--- config.mk ---
export PLATFORM = sky130hd
export DESIGN_NAME = integer_property_classifier_flat
export DESIGN_NICKNAME = d
export VERILOG_FILES = /design/src/rtl/ipc_pkg.sv /design/src/rtl/ipc_if.sv /design/src/rtl/ipc_ctrl.sv /design/src/rtl/ipc_datapath.sv /design/src/rtl/integer_property_classifier.sv /design/src/flat_wrapper.sv
export SDC_FILE = /design/constraint.sdc
export NUM_CORES = 1
export LEC_CHECK = 0
export BUFFER_PORTS_ARGS = -buffer_cell sky130_fd_sc_hd__buf_2
export CORE_ASPECT_RATIO = 1.5
export CORE_MARGIN = 10
export CORE_UTILIZATION = 40
export CTS_CLUSTER_SIZE = 30
export DETAILED_ROUTE_END_ITERATION = 7
export HOLD_SLACK_MARGIN = 0.15
export PLACE_DENSITY_LB_ADDON = 0.2
export SYNTH_ARGS = -nofsm -noshare
export SYNTH_HDL_FRONTEND = slang
export SYNTH_SLANG_ARGS = --single-unit
export TNS_END_PERCENT = 30
--- constraint.sdc ---
create_clock -name clk -period 11.46 [get_ports clk]
set_clock_uncertainty 0.05 [all_clocks]
set_input_delay 2.292 -clock clk [delete_from_list [all_inputs] [get_ports clk]]
set_output_delay 2.292 -clock clk [all_outputs]
set_load 0.005 [all_outputs]
--- src/rtl/ipc_pkg.sv ---
// Shared types, constants and controller/datapath command structs for the classifier.
package ipc_pkg;

    // Field widths
    localparam int NUM_W      = 16;
    localparam int MAG_W      = 15;
    localparam int VERDICT_W  = 2;
    localparam int VALUE_W    = 17;
    localparam int MODE_W     = 3;
    localparam int APB_ADDR_W = 3;
    localparam int APB_DATA_W = 32;

    // Trial division datapath widths: divisor reaches 182, its square 33124
    localparam int DIV_W  = 8;
    localparam int REM_W  = DIV_W + 1;
    localparam int SQ_W   = 16;
    localparam int CNT_W  = 4;

    // Decimal digit datapath: quotient of a 15-bit value by ten fits 12 bits
    localparam int Q_W        = 12;
    localparam int DIG_W      = 4;
    localparam int RECIP_W    = 16;
    localparam int PROD_W     = MAG_W + RECIP_W;
    localparam int RECIP_SHIFT = 19;

    typedef logic [MODE_W-1:0] mode_t;

    localparam mode_t MODE_PARITY     = 3'd1;
    localparam mode_t MODE_PRIME      = 3'd2;
    localparam mode_t MODE_PALINDROME = 3'd3;
    localparam mode_t MODE_SIGN       = 3'd4;
    localparam mode_t MODE_REVERSE    = 3'd5;
    localparam mode_t MODE_DIGITSUM   = 3'd6;
    localparam mode_t MODE_RESET      = MODE_PARITY;

    localparam logic [VERDICT_W-1:0] VERDICT_FALSE = 2'd0;
    localparam logic [VERDICT_W-1:0] VERDICT_TRUE  = 2'd1;
    localparam logic [VERDICT_W-1:0] SIGN_POS      = 2'd0;
    localparam logic [VERDICT_W-1:0] SIGN_NEG      = 2'd1;
    localparam logic [VERDICT_W-1:0] SIGN_ZERO     = 2'd2;

    localparam logic STATUS_OK       = 1'b0;
    localparam logic STATUS_BAD_MODE = 1'b1;

    // Register index (word address bit)
    localparam logic REG_MODE_INDEX = 1'b0;

    // Constants of the arithmetic
    localparam logic [RECIP_W-1:0] RECIP_TEN = 16'd52429;
    localparam logic [CNT_W-1:0]   DIV_FIRST_BIT = 4'd14;
    localparam logic [DIV_W-1:0]   DIVISOR_INIT  = 8'd2;
    localparam logic [SQ_W-1:0]    SQUARE_INIT   = 16'd4;

    typedef enum logic [2:0] {
        S_IDLE,
        S_PRIME_CHK,
        S_DIV,
        S_DIG_CHK,
        S_DIG_ACC,
        S_FINISH
    } state_t;

    typedef struct packed {
        logic load;       // capture request, init working registers
        logic div_start;  // clear remainder, point at top bit
        logic div_step;   // one restoring remainder step
        logic prime_adv;  // move to next trial divisor
        logic prime_wr;   // record prime verdict
        logic prime_val;
        logic dig_quot;   // register quotient by ten
        logic dig_acc;    // fold one digit into accumulator
        logic finish;     // load output register
    } ctrl_cmd_t;

    typedef struct packed {
        logic n_le_one;
        logic sq_gt_n;
        logic div_last;
        logic rem_zero_next;
        logic t_zero;
        logic out_free;
    } ctrl_sts_t;

endpackage

--- src/rtl/ipc_if.sv ---
// Request and result channel interfaces of the classifier.
interface ipc_num_if;
    logic                               valid;
    logic                               ready;
    logic signed [ipc_pkg::NUM_W-1:0]   number;

    modport source (output valid, output number, input ready);
    modport sink   (input valid, input number, output ready);
endinterface

interface ipc_res_if;
    logic                               valid;
    logic                               ready;
    logic                               status;
    logic [ipc_pkg::VERDICT_W-1:0]      verdict;
    logic [ipc_pkg::VALUE_W-1:0]        value;

    modport source (output valid, output status, output verdict, output value, input ready);
    modport sink   (input valid, input status, input verdict, input value, output ready);
endinterface

--- src/rtl/ipc_ctrl.sv ---
// Sequencing state machine for the classifier.
module ipc_ctrl (
    input  logic                clk,
    input  logic                rst_n,
    input  ipc_pkg::mode_t      mode,
    input  logic                in_valid,
    output logic                in_ready,
    input  ipc_pkg::ctrl_sts_t  sts,
    output ipc_pkg::ctrl_cmd_t  cmd
);

    ipc_pkg::state_t state_reg;
    ipc_pkg::state_t state_next;

    // State register
    always_ff @(posedge clk or negedge rst_n)
    begin
        if (!rst_n)
        begin
            state_reg <= ipc_pkg::S_IDLE;
        end
        else
        begin
            state_reg <= state_next;
        end
    end

    // Next state and commands
    always_comb
    begin
        state_next = state_reg;
        cmd        = '0;
        in_ready   = 1'b0;
        unique case (state_reg)
            ipc_pkg::S_IDLE:
            begin
                in_ready = 1'b1;
                if (in_valid)
                begin
                    cmd.load = 1'b1;
                    case (mode) inside
                        ipc_pkg::MODE_PRIME:
                            state_next = ipc_pkg::S_PRIME_CHK;
                        ipc_pkg::MODE_PALINDROME, ipc_pkg::MODE_REVERSE,
                        ipc_pkg::MODE_DIGITSUM:
                            state_next = ipc_pkg::S_DIG_CHK;
                        default:
                            state_next = ipc_pkg::S_FINISH;
                    endcase
                end
            end
            ipc_pkg::S_PRIME_CHK:
            begin
                if (sts.n_le_one)
                begin
                    cmd.prime_wr  = 1'b1;
                    cmd.prime_val = 1'b0;
                    state_next    = ipc_pkg::S_FINISH;
                end
                else if (sts.sq_gt_n)
                begin
                    // no divisor up to the square root: prime
                    cmd.prime_wr  = 1'b1;
                    cmd.prime_val = 1'b1;
                    state_next    = ipc_pkg::S_FINISH;
                end
                else
                begin
                    cmd.div_start = 1'b1;
                    state_next    = ipc_pkg::S_DIV;
                end
            end
            ipc_pkg::S_DIV:
            begin
                cmd.div_step = 1'b1;
                if (sts.div_last)
                begin
                    if (sts.rem_zero_next)
                    begin
                        cmd.prime_wr  = 1'b1;
                        cmd.prime_val = 1'b0;
                        state_next    = ipc_pkg::S_FINISH;
                    end
                    else
                    begin
                        cmd.prime_adv = 1'b1;
                        state_next    = ipc_pkg::S_PRIME_CHK;
                    end
                end
            end
            ipc_pkg::S_DIG_CHK:
            begin
                if (sts.t_zero)
                begin
                    state_next = ipc_pkg::S_FINISH;
                end
                else
                begin
                    cmd.dig_quot = 1'b1;
                    state_next   = ipc_pkg::S_DIG_ACC;
                end
            end
            ipc_pkg::S_DIG_ACC:
            begin
                cmd.dig_acc = 1'b1;
                state_next  = ipc_pkg::S_DIG_CHK;
            end
            ipc_pkg::S_FINISH:
            begin
                if (sts.out_free)
                begin
                    cmd.finish = 1'b1;
                    state_next = ipc_pkg::S_IDLE;
                end
            end
            default:
            begin
                state_next = ipc_pkg::S_IDLE;
            end
        endcase
    end

endmodule

--- src/rtl/ipc_datapath.sv ---
// Working registers, remainder unit, digit unit and output register of the classifier.
module ipc_datapath (
    input  logic                                clk,
    input  logic                                rst_n,
    input  ipc_pkg::mode_t                      mode,
    input  logic signed [ipc_pkg::NUM_W-1:0]    number,
    input  ipc_pkg::ctrl_cmd_t                  cmd,
    output ipc_pkg::ctrl_sts_t                  sts,
    ipc_res_if.source                           result
);

    logic signed [ipc_pkg::NUM_W-1:0]   num_reg, num_next;
    logic [ipc_pkg::MAG_W-1:0]          t_reg, t_next;
    logic [ipc_pkg::VALUE_W-1:0]        acc_reg, acc_next;
    logic [ipc_pkg::Q_W-1:0]            q_reg, q_next;
    logic [ipc_pkg::DIV_W-1:0]          d_reg, d_next;
    logic [ipc_pkg::SQ_W-1:0]           sq_reg, sq_next;
    logic [ipc_pkg::DIV_W-1:0]          rem_reg, rem_next;
    logic [ipc_pkg::CNT_W-1:0]          cnt_reg, cnt_next;
    logic                               prime_reg, prime_next;
    logic                               out_valid_reg, out_valid_next;
    logic                               out_status_reg, out_status_next;
    logic [ipc_pkg::VERDICT_W-1:0]      out_verdict_reg, out_verdict_next;
    logic [ipc_pkg::VALUE_W-1:0]        out_value_reg, out_value_next;

    logic [ipc_pkg::MAG_W-1:0]          mag;
    logic [ipc_pkg::REM_W-1:0]          rem_shift;
    logic [ipc_pkg::REM_W-1:0]          rem_sub;
    logic [ipc_pkg::DIV_W-1:0]          rem_step;
    logic [ipc_pkg::PROD_W-1:0]         recip_prod;
    logic [ipc_pkg::MAG_W:0]            q_x10;
    logic [ipc_pkg::MAG_W:0]            dig_diff;
    logic [ipc_pkg::DIG_W-1:0]          digit;
    logic [ipc_pkg::VALUE_W+2:0]        acc_x10;
    logic                               is_positive;

    assign mag         = num_reg[ipc_pkg::MAG_W-1:0];
    assign is_positive = !num_reg[ipc_pkg::NUM_W-1] && (num_reg != '0);

    // Restoring remainder: one dividend bit per cycle, MSB first
    assign rem_shift = {rem_reg, mag[cnt_reg]};
    assign rem_sub   = rem_shift - {1'b0, d_reg};
    assign rem_step  = (rem_shift >= {1'b0, d_reg}) ? rem_sub[ipc_pkg::DIV_W-1:0]
                                                    : rem_shift[ipc_pkg::DIV_W-1:0];

    // Divide by ten through the reciprocal, exact for 15-bit values
    assign recip_prod = ipc_pkg::PROD_W'(t_reg) * ipc_pkg::PROD_W'(ipc_pkg::RECIP_TEN);
    assign q_x10      = ({q_reg, 3'b000} + {3'b000, q_reg, 1'b0});
    assign dig_diff   = {1'b0, t_reg} - q_x10;
    assign digit      = dig_diff[ipc_pkg::DIG_W-1:0];
    assign acc_x10    = {acc_reg, 3'b000} + {2'b00, acc_reg, 1'b0};

    // Status to the controller
    always_comb
    begin
        sts.n_le_one      = (num_reg <= 16'sd1);
        sts.sq_gt_n       = (sq_reg > {1'b0, mag});
        sts.div_last      = (cnt_reg == '0);
        sts.rem_zero_next = (rem_step == '0);
        sts.t_zero        = (t_reg == '0);
        sts.out_free      = !out_valid_reg || result.ready;
    end

    // Working register updates
    always_comb
    begin
        num_next   = num_reg;
        t_next     = t_reg;
        acc_next   = acc_reg;
        q_next     = q_reg;
        d_next     = d_reg;
        sq_next    = sq_reg;
        rem_next   = rem_reg;
        cnt_next   = cnt_reg;
        prime_next = prime_reg;

        if (cmd.load)
        begin
            num_next   = number;
            t_next     = (!number[ipc_pkg::NUM_W-1] && (number != '0))
                         ? number[ipc_pkg::MAG_W-1:0] : '0;
            acc_next   = '0;
            d_next     = ipc_pkg::DIVISOR_INIT;
            sq_next    = ipc_pkg::SQUARE_INIT;
            prime_next = 1'b0;
        end
        if (cmd.div_start)
        begin
            rem_next = '0;
            cnt_next = ipc_pkg::DIV_FIRST_BIT;
        end
        if (cmd.div_step)
        begin
            rem_next = rem_step;
            cnt_next = cnt_reg - 1'b1;
        end
        if (cmd.prime_adv)
        begin
            // (d+1)^2 = d^2 + 2d + 1
            d_next  = d_reg + 1'b1;
            sq_next = sq_reg + ipc_pkg::SQ_W'({d_reg, 1'b1});
        end
        if (cmd.prime_wr)
        begin
            prime_next = cmd.prime_val;
        end
        if (cmd.dig_quot)
        begin
            q_next = recip_prod[ipc_pkg::RECIP_SHIFT +: ipc_pkg::Q_W];
        end
        if (cmd.dig_acc)
        begin
            t_next = ipc_pkg::MAG_W'(q_reg);
            if (mode == ipc_pkg::MODE_DIGITSUM)
            begin
                acc_next = acc_reg + ipc_pkg::VALUE_W'(digit);
            end
            else
            begin
                acc_next = acc_x10[ipc_pkg::VALUE_W-1:0] + ipc_pkg::VALUE_W'(digit);
            end
        end
    end

    // Result formatting and output register
    always_comb
    begin
        out_valid_next   = out_valid_reg && !result.ready;
        out_status_next  = out_status_reg;
        out_verdict_next = out_verdict_reg;
        out_value_next   = out_value_reg;
        if (cmd.finish)
        begin
            out_valid_next   = 1'b1;
            out_status_next  = ipc_pkg::STATUS_OK;
            out_verdict_next = ipc_pkg::VERDICT_FALSE;
            out_value_next   = '0;
            unique case (mode)
                ipc_pkg::MODE_PARITY:
                    out_verdict_next = num_reg[0] ? ipc_pkg::VERDICT_FALSE
                                                  : ipc_pkg::VERDICT_TRUE;
                ipc_pkg::MODE_PRIME:
                    out_verdict_next = prime_reg ? ipc_pkg::VERDICT_TRUE
                                                 : ipc_pkg::VERDICT_FALSE;
                ipc_pkg::MODE_PALINDROME:
                    out_verdict_next = (!num_reg[ipc_pkg::NUM_W-1] &&
                                        (acc_reg == ipc_pkg::VALUE_W'(mag)))
                                       ? ipc_pkg::VERDICT_TRUE : ipc_pkg::VERDICT_FALSE;
                ipc_pkg::MODE_SIGN:
                    out_verdict_next = is_positive ? ipc_pkg::SIGN_POS
                                     : num_reg[ipc_pkg::NUM_W-1] ? ipc_pkg::SIGN_NEG
                                     : ipc_pkg::SIGN_ZERO;
                ipc_pkg::MODE_REVERSE, ipc_pkg::MODE_DIGITSUM:
                    out_value_next = acc_reg;
                default:
                    out_status_next = ipc_pkg::STATUS_BAD_MODE;
            endcase
        end
    end

    // Control register
    always_ff @(posedge clk or negedge rst_n)
    begin
        if (!rst_n)
        begin
            out_valid_reg <= 1'b0;
        end
        else
        begin
            out_valid_reg <= out_valid_next;
        end
    end

    // Payload registers
    always_ff @(posedge clk)
    begin
        num_reg         <= num_next;
        t_reg           <= t_next;
        acc_reg         <= acc_next;
        q_reg           <= q_next;
        d_reg           <= d_next;
        sq_reg          <= sq_next;
        rem_reg         <= rem_next;
        cnt_reg         <= cnt_next;
        prime_reg       <= prime_next;
        out_status_reg  <= out_status_next;
        out_verdict_reg <= out_verdict_next;
        out_value_reg   <= out_value_next;
    end

    assign result.valid   = out_valid_reg;
    assign result.status  = out_status_reg;
    assign result.verdict = out_verdict_reg;
    assign result.value   = out_value_reg;

    // Remainder stays below the divisor throughout a division
    a_rem_below_div: assert property (@(posedge clk) disable iff (!rst_n)
        cmd.div_step |-> (rem_reg < d_reg))
        else $error("remainder not below divisor");

    // Square tracker matches the current divisor
    a_square_track: assert property (@(posedge clk) disable iff (!rst_n)
        cmd.div_step |-> (ipc_pkg::SQ_W'(d_reg * d_reg) == sq_reg))
        else $error("divisor square out of step");

    // Reciprocal quotient leaves a single decimal digit
    a_digit_range: assert property (@(posedge clk) disable iff (!rst_n)
        cmd.dig_acc |-> (dig_diff < (ipc_pkg::MAG_W+1)'(10)))
        else $error("digit extraction out of range");

    // A finished request always shows up at the output
    a_finish_visible: assert property (@(posedge clk) disable iff (!rst_n)
        cmd.finish |=> out_valid_reg)
        else $error("finished request not presented");

endmodule

--- src/rtl/integer_property_classifier.sv ---
// Top level of the integer classifier: register port, controller and datapath.
//
// Each request carries one signed 16-bit number; the mode register picks parity, primality,
// decimal palindrome, sign class, digit reversal or digit sum, and every request gives one
// result. One request is worked on at a time and the result waits in an output register, so
// a new request can be taken while the previous result is still pending. Parity, sign and
// invalid modes go from acceptance straight to the finish state. Digit modes pass a check
// state and an accumulate state once per decimal digit. Primality tries divisors from d = 2
// upwards while d*d <= n; each trial runs the one-bit-per-cycle remainder unit over the 15
// magnitude bits, then a check; a composite stops at its smallest factor. The mode register
// sits at byte address 0, to be written only while idle; the block does not enforce this.
module integer_property_classifier (
    input  logic                                clk,
    input  logic                                rst_n,
    input  logic                                psel,
    input  logic                                penable,
    input  logic                                pwrite,
    input  logic [ipc_pkg::APB_ADDR_W-1:0]      paddr,
    input  logic [ipc_pkg::APB_DATA_W-1:0]      pwdata,
    output logic [ipc_pkg::APB_DATA_W-1:0]      prdata,
    output logic                                pready,
    ipc_num_if.sink                             request,
    ipc_res_if.source                           result
);

    ipc_pkg::mode_t      mode_reg, mode_next;
    ipc_pkg::ctrl_cmd_t  cmd;
    ipc_pkg::ctrl_sts_t  sts;
    logic                cfg_write;
    logic                hit_mode;

    // Register port decode
    assign pready    = 1'b1;
    assign hit_mode  = (paddr[ipc_pkg::APB_ADDR_W-1] == ipc_pkg::REG_MODE_INDEX);
    assign cfg_write = psel && penable && pwrite && pready;
    assign mode_next = (cfg_write && hit_mode) ? pwdata[ipc_pkg::MODE_W-1:0] : mode_reg;
    assign prdata    = hit_mode ? ipc_pkg::APB_DATA_W'(mode_reg) : '0;

    // Mode register
    always_ff @(posedge clk or negedge rst_n)
    begin
        if (!rst_n)
        begin
            mode_reg <= ipc_pkg::MODE_RESET;
        end
        else
        begin
            mode_reg <= mode_next;
        end
    end

    ipc_ctrl u_ctrl (
        .clk      (clk),
        .rst_n    (rst_n),
        .mode     (mode_reg),
        .in_valid (request.valid),
        .in_ready (request.ready),
        .sts      (sts),
        .cmd      (cmd)
    );

    ipc_datapath u_datapath (
        .clk    (clk),
        .rst_n  (rst_n),
        .mode   (mode_reg),
        .number (request.number),
        .cmd    (cmd),
        .sts    (sts),
        .result (result)
    );

endmodule
--- src/flat_wrapper.sv ---
// flat-port wrapper written by rule: the top's interface ports become plain ports
module integer_property_classifier_flat 
  (clk, rst_n, psel, penable, pwrite, paddr, pwdata, prdata, pready, request_valid, request_number, request_ready, result_valid, result_status, result_verdict, result_value, result_ready);
  ipc_num_if request_i ();
  ipc_res_if result_i ();
  input  logic clk;
  input  logic rst_n;
  input  logic psel;
  input  logic penable;
  input  logic pwrite;
  input  logic [ipc_pkg::APB_ADDR_W-1:0] paddr;
  input  logic [ipc_pkg::APB_DATA_W-1:0] pwdata;
  output logic [ipc_pkg::APB_DATA_W-1:0] prdata;
  output logic pready;
  input wire logic [$bits(request_i.valid)-1:0] request_valid;
  input wire logic [$bits(request_i.number)-1:0] request_number;
  output wire logic [$bits(request_i.ready)-1:0] request_ready;
  output wire logic [$bits(result_i.valid)-1:0] result_valid;
  output wire logic [$bits(result_i.status)-1:0] result_status;
  output wire logic [$bits(result_i.verdict)-1:0] result_verdict;
  output wire logic [$bits(result_i.value)-1:0] result_value;
  input wire logic [$bits(result_i.ready)-1:0] result_ready;
  assign request_i.valid = request_valid;
  assign request_i.number = request_number;
  assign request_ready = request_i.ready;
  assign result_valid = result_i.valid;
  assign result_status = result_i.status;
  assign result_verdict = result_i.verdict;
  assign result_value = result_i.value;
  assign result_i.ready = result_ready;
  integer_property_classifier u_core (.clk(clk), .rst_n(rst_n), .psel(psel), .penable(penable), .pwrite(pwrite), .paddr(paddr), .pwdata(pwdata), .prdata(prdata), .pready(pready), .request(request_i), .result(result_i));
endmodule
==> run summary <==
After synthesis the netlist holds a flip-flop and latch count of 124. The number of antenna-violating nets in the routed design was 0; the final critical path time including I/O delays and setup was 6.60 ns. STA classifies the critical path endpoint as a register.

Detailed-route wire length per cell: 17.2 um. For this block, the initial DRC count from the detailed router was 369. The logs give 76 for the count of standard-cell rows and 0 for the number of hold violations in the final report. The via count of the first global-routing pass came out at 8822. Yosys attributes the largest share of cell area to edfxtp_1 29%, ha_1 20%, fa_1 10%. The ratio of cells with drive above 1 in the final layout came out at 8.39%. The dominant synthesized flop cell is edfxtp_1. The mapped cell area is 11700 um^2.

The overall routing resource usage was 15.5%. The maximum number of pins on one net before global-route repair is 33, and the total global routing overflow is 0. For the final routed database, the setup TNS stands at 0 ns. For the wire length of the first global-routing pass, the log shows 45500 um.

Cell with the most instances after synthesis: ha_1. The Yosys step of the flow raised 0 warnings. The critical path is of the register to register type.

Data required time of the critical path: 11.58 ns. The average instance in the mapped netlist occupies 10.0 um^2. The worst setup path is launched from a register. The net count of the finished layout is 1521. Global routing consumed, on the met3 layer, 2.59% of the routing resources. After layout, the worst path uses 57.6% of the clock period.

After clock tree synthesis, the clock-pin slew on the worst setup and hold paths is 0.06 ns. Pin placement for this block handled 113 I/O pins. The routability congestion estimate from global placement is 0.864, and the number of library cell types mapped by synthesis is 64. The setup violation total in the final timing report is 0, and the TritonCTS buffer count is 17. Traced cell by cell, the critical path runs through inv_1 > ha_1 > xnor2_1 > fa_1 > fa_1 > inv_1 > fa_1 > inv_1 > fa_1 > inv_1 > ha_1 > o21ai_0 > o21ai_0 > a21oi_1 > a311oi_1 > o2111ai_1 > a31oi_1 > a21oi_1 > o21bai_1 > xor2_1.

Counting flops with a built-in enable in the synthesized netlist gives 114. The sequential element share of the synthesized area was 31.2%; the via count was 8318. From synthesis to final layout, the design area changed by 9.58%. Summed over its instances, the top area cell type makes up 29.1% of the synthesized netlist area. The total count of max-transition violations in the final report was 0; the global routing met1 resource utilization was 16.9%.

On the critical path, the stage with the largest delay is an instance of a311oi_1. Max-cap violations in this run came to 0. The share of async-settable or async-resettable flops after synthesis is 5.65%, and the clock network latency to the later pin of the worst-skew pair is 0.43 ns. The class of the tightest hold or removal check is register to register.

The hold-fix buffer count after cts is 0, and the stage delay of the slowest cell on the critical path is 0.70 ns. The post-DP HPWL was 22900 um. In this run the tool buffered the top-level ports with 51 buffer cells. Count of unresolved DRC violations after routing: 0.

Headroom to the max-slew limit came out at 25.9%. The repair_antennas step left the layout with diodes totalling 0. The worst-case clock buffer depth came out at 2. The deepest level of the CTS H-tree is 4. Once the clock tree was built, the setup fixing pass inserted 0 buffers. The data arrival time of the critical path is 6.72 ns. The tools report the number of antenna violations at the first check in global routing as 0.

Largest delay contributor family on the critical path: adder cells. The top cell type by total area after synthesis is edfxtp_1. The layout has 2854 filler cells. The tools report the global-route met2 utilization as 29.0%.

The first detailed-routing pass took 4 iterations. In the routed layout, each cell is associated on average with a via count of 5.14. CTS placed an instance of clkbuf_16 at the clock tree root. In the synthesized netlist, the cells that appear most often are 187 x ha_1, 160 x inv_1, 114 x edfxtp_1, 85 x nor2_1, 61 x fa_1. The timing-limited maximum frequency came out at 151 MHz. For this block, the routed nets add up to 27800 um of wire. For the pin with the worst max-slew slack, the measured transition is 1.11 ns.

The initial utilization of the core area, before any placement, comes to 40.8%. The logs give 1169 for the number of standard cells after synthesis and 124 for the sink count of the clock tree. The run finished with clean final reports. For the area of the die, the log shows 36800 um^2. After global routing, the most crowded layer is met2. The number of buffer and inverter stages on the critical path is 4. The region available for standard cell placement spans 28800 um^2. The number of resized instances in the post-cts repair step was 0. TritonCTS built the clock tree. Measured along the y axis, the die boundary spans 230 um. Along the worst path, the maximum fanout reaches 5.

Setup repair after global routing left no endpoint under its margin. The die is 160 um wide.
layout by cell type, fill, tap and decap left out, types with 15 or more instances in the layout:
cell type / instances
a211oi_1: 15
a21o_1: 20
a21oi_1: 51
and3_1: 28
buf_2: 51
clkbuf_16: 17
conb_1: 30
edfxtp_1: 114
fa_1: 61
ha_1: 187
inv_1: 160
nand2_1: 60
nand3_1: 18
nor2_1: 85
nor3_1: 19
o21ai_0: 48
xnor2_1: 59
xor2_1: 28
stage by stage:
step	util [%]	std cells	setup slack (ns)	area, um^2	hold slack [ns]
after global placement	42.6	1586	4.88	12300	0.470
after floorplan	-	1197	5.82	11900	0.446
after global routing	44.7	1618	4.37	12900	0.508
final	44.7	1618	4.86	12900	0.483
after CTS	44.7	1618	4.75	12900	0.493
after detailed placement	42.6	1586	4.80	12300	0.495
layer usage:
| layer | wire length, um | up-vias | share of wire, % |
|---|---|---|---|
| met5 | 0 | - | 0 |
| met4 | 818 | 0 | 2.9 |
| met3 | 816 | 41 | 2.9 |
| met2 | 15100 | 133 | 54 |
| met1 | 11100 | 4042 | 40 |
| li1 | - | 4102 | - |
path summary, 6_finish.rpt:
check / start / endpoint / slack [ns] / cells past startpoint
setup / recovery: u_core.u_datapath.t_reg[6] / u_core.u_datapath.q_reg[10] / 4.86 / 20
min in group asynchronous: rst_n / u_core.mode_reg[2] / 1.64 / 1
max in group asynchronous: rst_n / u_core.mode_reg[0] / 9.49 / 1
hold reg to reg: u_core.u_datapath.q_reg[7] / u_core.u_datapath.t_reg[7] / 0.48 / 2
hold / removal: u_core.u_datapath.q_reg[7] / u_core.u_datapath.t_reg[7] / 0.48 / 2
setup reg to reg: u_core.u_datapath.t_reg[6] / u_core.u_datapath.q_reg[10] / 4.86 / 20
logic make-up after synthesis:
logic type               after synthesis  share of synthesized area (%)
AO/OA/AOI/OAI                        193                           10.4
buffers and inverters                216                           8.07
other                                  2                         0.0639
multiplexers                          13                           1.46
AND/OR/NAND/NOR                      286                           12.0
XOR/XNOR                              87                           6.49
adder cells (fa/ha/maj)              248                           30.3
flip-flops                           124                           31.2
area by class of cell:
| cell class | count | area, um^2 | area share, % |
|---|---|---|---|
| multi-input combinational | 857 | 7250 | 56.4 |
| tap | 390 | 488 | 3.79 |
| inverter | 160 | 601 | 4.67 |
| clock inverter | 14 | 145 | 1.13 |
| clock buffer | 18 | 439 | 3.41 |
| timing repair buffer | 55 | 285 | 2.22 |
| sequential | 124 | 3660 | 28.4 |
worst min-delay path: stages, from the launching register on:
cell and delay (ns):
edfxtp_1 0.32, nand2_1 0.04, o21ai_0 0.07
Power is left out: the tool's default activity adds up to more than one toggle a clock period on the data nets, which glitch-free logic cannot reach.
